## src/design/psev_pkg.sv

```systemverilog
// Shared types, constants and helpers for the polynomial series evaluator.
package psev_pkg;

  localparam int MAX_TERMS = 16;
  localparam int FRAC_BITS = 16;
  localparam int DATA_W    = 32;
  localparam int CIDX_W    = 4;
  localparam int DEG_W     = 4;
  localparam int STATUS_W  = 2;
  localparam int ADDR_W    = 5;
  localparam int REG_IDX_W = 3;
  localparam int IDX_W     = (MAX_TERMS > 1) ? $clog2(MAX_TERMS) : 1;
  localparam int PROD_W    = 2 * DATA_W;
  localparam int NPROD_W   = 2 * DATA_W + 1;
  localparam int ACC_W     = 2 * DATA_W - FRAC_BITS + IDX_W + 1;
  localparam int WIDE_W    = 2 * DATA_W + 2;

  localparam logic signed [DATA_W-1:0] Q_ONE = DATA_W'(64'sd1 <<< FRAC_BITS);
  localparam logic signed [DATA_W-1:0] Q_MAX = {1'b0, {(DATA_W-1){1'b1}}};
  localparam logic signed [DATA_W-1:0] Q_MIN = {1'b1, {(DATA_W-1){1'b0}}};

  typedef enum logic [REG_IDX_W-1:0] {
    REG_READY_FLAG   = 3'd0,
    REG_BASIS_SELECT = 3'd1,
    REG_POLY_DEGREE  = 3'd2,
    REG_X_CENTER     = 3'd3,
    REG_X_INV_SCALE  = 3'd4
  } reg_idx_e;

  typedef enum logic [STATUS_W-1:0] {
    STATUS_OK        = 2'd0,
    STATUS_NOT_READY = 2'd1,
    STATUS_SATURATED = 2'd2
  } status_e;

  typedef enum logic {
    REQ_LOAD = 1'b0,
    REQ_EVAL = 1'b1
  } req_type_e;

  typedef enum logic {
    BASIS_MONOMIAL  = 1'b0,
    BASIS_CHEBYSHEV = 1'b1
  } basis_e;

  typedef enum logic [2:0] {
    S_IDLE,
    S_SCALE,
    S_NORM,
    S_MUL,
    S_ACC,
    S_WRAP
  } state_e;

  typedef struct packed {
    logic                     load_en;
    logic [CIDX_W-1:0]        load_idx;
    logic signed [DATA_W-1:0] load_data;
    logic                     shift_en;
  } chain_ctrl_t;

  typedef struct packed {
    logic                     sat;
    logic signed [DATA_W-1:0] value;
  } clamp_t;

  function automatic clamp_t sat_clamp(input logic signed [WIDE_W-1:0] v);
    clamp_t r;
    if (v > WIDE_W'(Q_MAX)) begin
      r.sat   = 1'b1;
      r.value = Q_MAX;
    end else if (v < WIDE_W'(Q_MIN)) begin
      r.sat   = 1'b1;
      r.value = Q_MIN;
    end else begin
      r.sat   = 1'b0;
      r.value = DATA_W'(v);
    end
    return r;
  endfunction

endpackage

```

## src/design/psev_cell.sv

```systemverilog
// One coefficient cell of the rotating coefficient ring.
module psev_cell
  import psev_pkg::*;
(
  input  logic                     clk_i,
  input  logic                     rst_ni,
  input  logic                     load_en_i,
  input  logic signed [DATA_W-1:0] load_data_i,
  input  logic                     shift_en_i,
  input  logic signed [DATA_W-1:0] shift_data_i,
  output logic signed [DATA_W-1:0] coeff_o
);

  logic signed [DATA_W-1:0] coeff_q;
  logic signed [DATA_W-1:0] coeff_d;

  always_comb begin
    coeff_d = coeff_q;
    if (load_en_i) begin
      coeff_d = load_data_i;
    end else if (shift_en_i) begin
      coeff_d = shift_data_i;
    end
  end

  always_ff @(posedge clk_i or negedge rst_ni) begin
    if (!rst_ni) begin
      coeff_q <= '0;
    end else begin
      coeff_q <= coeff_d;
    end
  end

  assign coeff_o = coeff_q;

endmodule

```

## src/design/psev_chain.sv

```systemverilog
// Ring of coefficient cells; cell zero presents the current term's coefficient.
module psev_chain
  import psev_pkg::*;
(
  input  logic                     clk_i,
  input  logic                     rst_ni,
  input  chain_ctrl_t              ctrl_i,
  output logic signed [DATA_W-1:0] head_o
);

  logic signed [DATA_W-1:0] coeff [MAX_TERMS];

  for (genvar i = 0; i < MAX_TERMS; i++) begin : g_cell
    localparam int NEXT = (i == MAX_TERMS - 1) ? 0 : i + 1;
    logic load_hit;

    assign load_hit = ctrl_i.load_en && (32'(ctrl_i.load_idx) == i);

    psev_cell u_cell (
      .clk_i        (clk_i),
      .rst_ni       (rst_ni),
      .load_en_i    (load_hit),
      .load_data_i  (ctrl_i.load_data),
      .shift_en_i   (ctrl_i.shift_en),
      .shift_data_i (coeff[NEXT]),
      .coeff_o      (coeff[i])
    );
  end

  assign head_o = coeff[0];

endmodule
```

## config.mk

```make
export PLATFORM = sky130hd
export DESIGN_NAME = psev_chain
export DESIGN_NICKNAME = d
export VERILOG_FILES = /design/src/design/psev_pkg.sv /design/src/design/psev_cell.sv /design/src/design/psev_chain.sv
export SDC_FILE = /design/constraint.sdc
export NUM_CORES = 1
export LEC_CHECK = 0
export BUFFER_PORTS_ARGS = -buffer_cell sky130_fd_sc_hd__buf_2
export CAP_MARGIN = 20
export CORE_MARGIN = 1
export CORE_UTILIZATION = 31
export CTS_CLUSTER_SIZE = 24
export DETAILED_ROUTE_END_ITERATION = 8
export SYNTH_ARGS = -nofsm -noshare
export SYNTH_HDL_FRONTEND = slang
export SYNTH_SLANG_ARGS = --single-unit
```

## constraint.sdc

```tcl
create_clock -name clk_i -period 2.9 [get_ports clk_i]
set_input_delay 0.58 -clock clk_i [delete_from_list [all_inputs] [get_ports clk_i]]
set_output_delay 0.58 -clock clk_i [all_outputs]
set_load 0.005 [all_outputs]
```

# Yosys cells after proc, flatten, opt, wreduce, memory -nomap -nowiden
# Cells that the tools add are included.
totals:
  ff_bits: 512
  out_inout_bits: 32
  inputBits: 40
  wordCells: 96
classes:
  eq_ne: 15
  mux: 32
  reduce_logical: 33
op_table:
  columns: ["operator", "count"]
  rows:
  - ["32-bit 2-to-1 mux", 32]
  - ["4-bit == test (second input constant)", 8]
  - ["2-bit nonzero test", 16]
  - ["4-bit by 3-bit == test with 1-bit output (second input constant)", 4]
  - ["1-bit logical AND", 16]
  - ["4-bit by 2-bit == test with 1-bit output (second input constant)", 2]
  - ["4-bit by 1-bit == test with 1-bit output (second input constant)", 1]
  - ["4-bit logical NOT", 1]

# Depth between registers and ports, before layout
# Gate-level depths: netlist of the first run.
logic_depth:
  depth_word: 3
  mapped_depth: 5
  depth_no_buf: 3

# Cells and area by module
# Synthesis of the first run repeated with hierarchy kept, for this count alone.
unflattened:
  hier_cells: 2247
  hier_area_um2: 24360.9
by_module_without_submodules:
  columns: ["mod", "cells_per_inst", "area_each_um2", "n_inst"]
  rows:
  - ["psev_cell", 139, 1515.2, 16]
  - ["psev_chain", 23, 117.6, 1]

# Worst setup path before layout of the first run
# OpenSTA, ideal clock, no wires.
synth_path:
  path_kind: "in2reg"
  start: "in ctrl_i[0] in the netlist's numbering"
  end: "reg g_cell[2].u_cell.coeff_q[6]"
  cell_stages: 5
  setup_slack_ns: 0.902
  t_arrival_ns: 1.871
  n_path_buf: 3
  cell_sequence: "buf_2 -> buf_2 -> buf_1 -> mux2_2 -> mux2_1"
synth_between:
  elab_chain_cells: 1
synth_lines:
  columns: ["item", "line_no", "rtl"]
  rows:
  - ["start, declared", "psev_chain.sv:7", "input chain_ctrl_t ctrl_i,"]
  - ["2-bit nonzero test (no line)", null, null]
  - ["end signal, assigned", "psev_cell.sv:30", "coeff_q <= coeff_d;"]
  - ["end, declared", "psev_cell.sv:14", "logic signed [DATA_W-1:0] coeff_q;"]
# Every way passes these cells.
# A chain may end at the register's enable or synchronous reset.

# Final worst setup path of the first run
layout_path:
  start: "in ctrl_i[36] in the netlist's numbering"
  end: "reg g_cell[4].u_cell.coeff_q[18]"
layout_between:
  elab_chain_cells: 3
layout_lines:
  columns: ["item", "line_no", "rtl"]
  rows:
  - ["4-bit by 3-bit == test with 1-bit output (*)", "psev_chain.sv:17", "assign load_hit = ctrl_i.load_en && (32'(ctrl_i.load_idx) == i);"]
  - ["1-bit logical AND (*)", "psev_chain.sv:17", null]
  - ["32-bit 2-to-1 mux / 2-bit nonzero test (equally long branches)", null, null]
  - ["end signal, assigned", "psev_cell.sv:30", null]
  - ["end, declared", "psev_cell.sv:14", null]
# Every way passes the cells marked *; elsewhere a longest branch is shown, timed or not.

==> results of run 1 <==
-- cells by family after synthesis --
family / count (synthesis) / share of synthesized area (%)
and+or+nand+nor: 24 / 0.5083
DFF: 512 / 50.54
muxes: 1024 / 45.48
buffers and inverters: 174 / 3.474
-- stage by stage --
| step | area, um^2 | hold WS (ns) | setup slack [ns] |
|---|---|---|---|
| 3_5_place_dp | 27220 | 0.5957 | 0.5157 |
| 6_report | 28860 | -0.002775 | 1.107 |
| 3_3_place_gp | 27220 | 0.5917 | 0.4947 |
| 2_1_floorplan | 25350 | 0.2844 | 0.9019 |
| 5_1_grt | 28850 | 0.01901 | 1.078 |
| 4_1_cts | 28850 | 0.0005351 | 1.082 |
-- layout make-up --
cell class | instances | area [um^2] | share of cell area, %
antenna | 1 | 2.502 | 0.008672
clock buffer | 83 | 1582 | 5.481
clock inverter | 5 | 53.80 | 0.1865
multi-input combinational | 1048 | 11750 | 40.70
sequential | 512 | 12810 | 44.40
tap | 1060 | 1326 | 4.596
timing repair buffer | 137 | 1334 | 4.622
-- worst max-delay path: cells and delay by family --
kind | cells | cell delay (ns)
buf+inv | 3 | 0.65
mux | 1 | 0.41
simple gates | 2 | 0.57
-- synthesized netlist by cell type, drive strengths merged --
| master | instances |
|---|---|
| buf | 128 |
| clkbuf | 46 |
| dfrtp | 512 |
| mux2 | 1024 |
| nand2 | 2 |
| nand2b | 4 |
| nand3 | 1 |
| nand3b | 3 |
| nor2 | 10 |
| nor2b | 1 |
| nor3b | 1 |
| or3 | 2 |
-- where the power goes --
| part | switching [uW] | internal [uW] | total [uW] |
|---|---|---|---|
| combinational | 2280 | 5670 | 7950 |
| clock | 2730 | 3790 | 6510 |
| sequential | 1770 | 10800 | 12500 |
-- metal layers --
metal / up-vias / GRT usage, % / share of wire (%) / routed length, um
met2: 138 / 21.59 / 48 / 25800
li1: 6271 / - / - / -
met1: 6987 / 17.39 / 45 / 23870
met3: 83 / 3.399 / 5.0 / 2691
met4: 16 / 2.897 / 1.7 / 906
met5: - / 0 / 0.19 / 104
-- final timing paths --
kind / slack [ns] / depth (start not counted) / to
max in group asynchronous: 2.06 / 2 / g_cell[15].u_cell.coeff_o[1]
setup / recovery: 1.11 / 6 / g_cell[4].u_cell.coeff_o[18]
hold reg to reg: 0.60 / 2 / g_cell[3].u_cell.coeff_o[6]
setup reg to reg: 1.81 / 2 / g_cell[15].u_cell.coeff_o[21]
min in group clk_i: 0.42 / 2 / g_cell[4].u_cell.coeff_o[19]
hold / removal: -0.003 / 1 / g_cell[15].u_cell.coeff_o[23]
==> flow_summary_export.csv, run 1 <==
group,metric,value,unit
global_route,first_global_vias,14701,
yosys,mappedNetlistNets,1774,
outcome,violations_in_the_final_reports,"design-rule violations, negative hold slack",
setup_path,critPathMaxFanout,32,
sta,fin_hold_ws,-0.002775,ns
final_layout,final_common_cell,"mux2_2",
floorplanning,fp.dieArea,0.08293,mm^2
sta,slew_headroom,49.72,%
power,total_power,27000,uW
yosys,synth_top_area_share,50.54,%
drt,routed_wl,53370,um
drt,dr_total_vias,13495,
global_route,pin_count_of_the_biggest_net_entering_global_routing,76,
final_layout,area.growth.synth_to_final,13.81,%
clock_network,postCtsResizedCells,0,
global_route,gr-total-overflow,0,
global_route,grt_pass1_wl,85750,um
setup_path,cp-end-kind,"register",
clock_network,clk_transition_reported_paths,0.06,ns
yosys,syn-instance-count,1734,
final_layout,filler_cell_count,7689,
floorplanning,die_height,288.0,um
yosys,number_of_flip_flops_and_latches_in_the_synthesized_netlist,512,
clock_network,postCtsSetupRepairBufs,0,
drt,dr.first_iter.drc_count,575,
global_route,number_of_antenna_violations_at_the_first_check_in_global_routing,9,
clock_network,cts_root_buffer,"clkbuf_16",
yosys,netlist_top_cells_area,"dfrtp_1, mux2_2, buf_2",
job,timing.max_cap.violations,0,
sta,max_transition_viols_final,0,
floorplanning,floorplan.initialDensity,31.43,%
yosys,synth_seq_area_share,50.54,%
sta,timing.clock.skew,0.01568,ns
setup_path,worst-endpoint-arrival,2.26,ns
setup_path,critPathLaunch,"ctrl_i[36]",
worst_hold_path,holdCritPathClass,"in2async",
outcome,outcome,"finished with violations",
setup_path,max_stage_delay_cell_worst_path,"or3_2",
setup_path,timing.setup.critical_path_class,"in2reg",
final_layout,largest_register_ffs,512,
placement,port_buffers,71,
floorplanning,top_level_ports,72,
setup_path,critical_path.most_common_cell,"buf_4",
floorplanning,design.core.area,0.08068,mm^2
yosys,yosysWarnings,0,
sta,fin_setup_tns,0,ns
final_layout,final_net_count,1793,
sta,fmax,0.5576,GHz
placement,final_weighted_congestion_in_routability_driven_placement,0.6937,
sta,finalSetupViolCount,0,
yosys,synth_area_per_cell,14.62,um^2
global_route,total_routing_usage_gr,13.17,%
drt,routed_via_density,4.742,
yosys,synthDistinctLibCells,15,
setup_path,critical_path_required,3.36,ns
sta,timing.final.hold_violations,1,
placement,dp_hpwl,30910,um
yosys,yosysTopAreaCell,"dfrtp_1",
clock_network,cts_num_sinks,512,
clock_network,cts_made_buffers,54,
setup_path,cell_breakdown_of_the_critical_path,"buf_2 > nand3b_1 > buf_4 > or3_2 > buf_4 > mux2_1",
floorplanning,core.rowCount,104,
drt,drc,8,
clock_network,h-tree-depth,2,
final_layout,most-common-layout-cells,"mux2_2, dfrtp_1, buf_2, clkbuf_16, buf_12",
clock_network,cts_buffer_depth,3,
clock_network,cts_tree,"yes",
sta,timing.final.crit_period,1.793,ns
drt,drt-wirelength-per-cell,18.75,um
clock_network,cts-hold-fix-buffers,0,
floorplanning,chipWidth,288.0,um
final_layout,final_cell_count_no_fill,2846,
drt,postRouteAntennaNets,0,
setup_path,setup.worst_path.start_class,"input port",
final_layout,layout-drive-gt1-share,69.30,%
power,power.density_cell_area,935.8,mW/mm^2
sta,timing_worst_slew_pin_value,0.7542,ns
clock_network,clk_latency,0.59,ns
setup_path,critPathMaxStageDelay,0.41,ns
yosys,synth_area,0.02535,mm^2
power,vdd_ir_drop_max,0.0004772,V
final_layout,layout.core_utilization,35.77,%
power,leakagePower,0.01219,uW
drt,drtPass1Iterations,8,
placement,placedCellCount,2757,
sta,rsz0062_at_grt,"no",
setup_path,reg2reg_start,"g_cell[0].u_cell.coeff_o[21]",
sta,period_utilization_post_route,61.84,%
Note: power is estimated with default switching activity, not from simulation.
==> inputs of run 2 (changes only) <==
==> constraint.sdc (replaced) <==
create_clock -name clk_i -period 1.5 [get_ports clk_i]
set_input_delay 0.3 -clock clk_i [delete_from_list [all_inputs] [get_ports clk_i]]
set_output_delay 0.3 -clock clk_i [all_outputs]
set_load 0.005 [all_outputs]
==> flow_summary_export.csv, run 2 (synthesis results as in run 1) <==
group,metric,value,unit
outcome,outcome,"finished with violations",
outcome,violations_in_the_final_reports,"design-rule violations",
global_route,grt_busiest_layer,"met2",
global_route,globalRouteMet1Util,17.90,%
setup_path,critPathMaxStageDelay,0.42,ns
power,leakagePower,0.01277,uW
drt,routed_wl,54270,um
power,pwr-share-comb,29.6,%
final_layout,layout.core_utilization,37.18,%
drt,dr_total_vias,13748,
clock_network,cts_num_sinks,512,
drt,dr.first_iter.drc_count,506,
final_layout,most-common-layout-cells,"mux2_2, dfrtp_1, buf_4, buf_12, buf_2",
clock_network,clk_transition_reported_paths,0.06,ns
setup_path,critPathMaxFanout,2,
sta,period_utilization_post_route,98.67,%
power,power.density_cell_area,1805,mW/mm^2
final_layout,final_net_count,1858,
final_layout,finish.instance_area,0.03000,mm^2
final_layout,area.growth.synth_to_final,18.32,%
floorplanning,fp.dieArea,0.08293,mm^2
clock_network,cts_made_buffers,55,
setup_path,max_stage_delay_cell_worst_path,"dfrtp_1",
global_route,groute.layer.met3.usage,2.702,%
global_route,gr-total-overflow,0,
power,clkPwrFrac,25.6,%
drt,drtPass1Iterations,8,
global_route,grt_use_met2,22.12,%
clock_network,clk_latency,0.61,ns
final_layout,layout-drive-gt1-share,70.71,%
sta,slew_headroom,73.91,%
setup_path,critical_path_buf_inv_count,1,
setup_path,cell_breakdown_of_the_critical_path,"buf_2",
clock_network,h-tree-depth,2,
drt,postRouteAntennaNets,0,
floorplanning,die_height,288.0,um
placement,final_weighted_congestion_in_routability_driven_placement,0.7254,
power,p_int,40620,uW
setup_path,cp-end-kind,"output port",
power,power_switching_share,25.01,%
global_route,pin_count_of_the_biggest_net_entering_global_routing,71,
floorplanning,design.core.area,0.08068,mm^2
power,p_switching,13540,uW
final_layout,final_common_cell,"mux2_2",
worst_hold_path,holdCritPathClass,"in2reg",
clock_network,cts_tree,"yes",
floorplanning,top_level_ports,72,
sta,timing.clock.skew,0.02775,ns
setup_path,critical_path_required,1.20,ns
final_layout,largest_register_ffs,512,
global_route,number_of_antenna_violations_at_the_first_check_in_global_routing,7,
sta,fmax,0.6756,GHz
setup_path,worst-endpoint-arrival,1.18,ns
job,timing.max_cap.violations,0,
global_route,first_global_vias,15092,
drt,drc,2,
sta,rsz0062_at_grt,"yes",
floorplanning,chipWidth,288.0,um
final_layout,final_cell_count_no_fill,2928,
power,vdd_ir_drop_max,0.0008930,V
power,p_seq_share,44.8,%
placement,port_buffers,71,
sta,max_transition_viols_final,0,
sta,timing.final.crit_period,1.480,ns
setup_path,worst_path_dominant_cell_family,"flip-flops",
sta,fin_hold_ws,0.1049,ns
floorplanning,core.rowCount,104,
drt,drt-wirelength-per-cell,18.54,um
sta,timing.final.hold_violations,0,
clock_network,cts_buffer_depth,3,
placement,dp_hpwl,34690,um
sta,timing_worst_slew_pin_value,0.3913,ns
clock_network,cts_root_buffer,"clkbuf_16",
setup_path,setup.worst_path.start_class,"register",
placement,post_dp_cell_area,0.02794,mm^2
global_route,grt_pass1_wl,86780,um
drt,routed_via_density,4.695,
sta,finalSetupViolCount,0,
global_route,total_routing_usage_gr,13.41,%
setup_path,timing.setup.critical_path_class,"reg2out",
floorplanning,floorplan.initialDensity,31.43,%
placement,placedCellCount,2807,
final_layout,filler_cell_count,7555,
-- run 2: cell count changes in the layout (fill, tap and decap cells not counted), sizes merged, moves of 3 or more --
cell	change
buf	+63
clkinv	+6
bufinv	+3
clkbuf	+3
clkinvlp	+3
diode	+3
-- run 2: routing by layer --
layer | vias up | wire length [um]
met5 | - | 65
met4 | 10 | 1062
met3 | 80 | 2208
met2 | 140 | 26190
met1 | 7125 | 24750
li1 | 6393 | -
-- run 2: layout make-up --
| cell class | instances | area [um^2] | share of cell area, % |
|---|---|---|---|
| sequential | 512 | 12810 | 42.71 |
| multi-input combinational | 1048 | 11750 | 39.15 |
| timing repair buffer | 201 | 2222 | 7.407 |
| clock buffer | 86 | 1675 | 5.585 |
| tap | 1060 | 1326 | 4.421 |
| clock inverter | 17 | 207.7 | 0.6924 |
| antenna | 4 | 10.01 | 0.03337 |
-- run 2: path summary, 6_finish.rpt --
path,end,cells after the start,slack [ns],start
worst max-delay path,head_o[31],1,0.02,g_cell[0].u_cell.coeff_o[31]
worst min-delay path,g_cell[12].u_cell.coeff_o[3],2,0.10,ctrl_i[4]
worst max register to register,g_cell[15].u_cell.coeff_o[25],4,0.19,g_cell[0].u_cell.coeff_o[25]
worst min register to register,g_cell[11].u_cell.coeff_o[0],2,0.60,g_cell[12].u_cell.coeff_o[0]
max in group asynchronous,g_cell[14].u_cell.coeff_o[8],4,0.63,rst_ni
min in group asynchronous,g_cell[15].u_cell.coeff_o[24],2,0.14,rst_ni
-- run 2: timing repair --
action / 4_1_cts / 5_1_grt
cloned: 0 / 0
buffers inserted: 10 / 3
endpoints found under the setup margin: 12 / 14
hold buffers: 1 / 0
gates resized for setup: 9 / 8
endpoints found under the hold margin: 261 / 0
-- run 2: power by group through the flow --
stage / Clock [uW] / Combinational (uW) / Sequential (uW)
after floorplan: 0 / 13700 / 23200
after global placement: 0 / 15000 / 24300
after detailed placement: 0 / 15900 / 24600
after CTS: 14300 / 16200 / 24400
after global routing: 14900 / 17800 / 25200
final: 13900 / 16000 / 24200
-- run 2: per-stage QoR --
step | power (uW) | setup slack (ns) | setup TNS [ns]
after detailed placement | 40490 | -0.2575 | -74.51
after global routing | 57930 | -0.04387 | -0.1164
after floorplan | 36910 | -0.04973 | -10.34
after CTS | 54910 | -0.02635 | -0.06567
after global placement | 39300 | -0.2720 | -67.69
final | 54160 | 0.01992 | 0
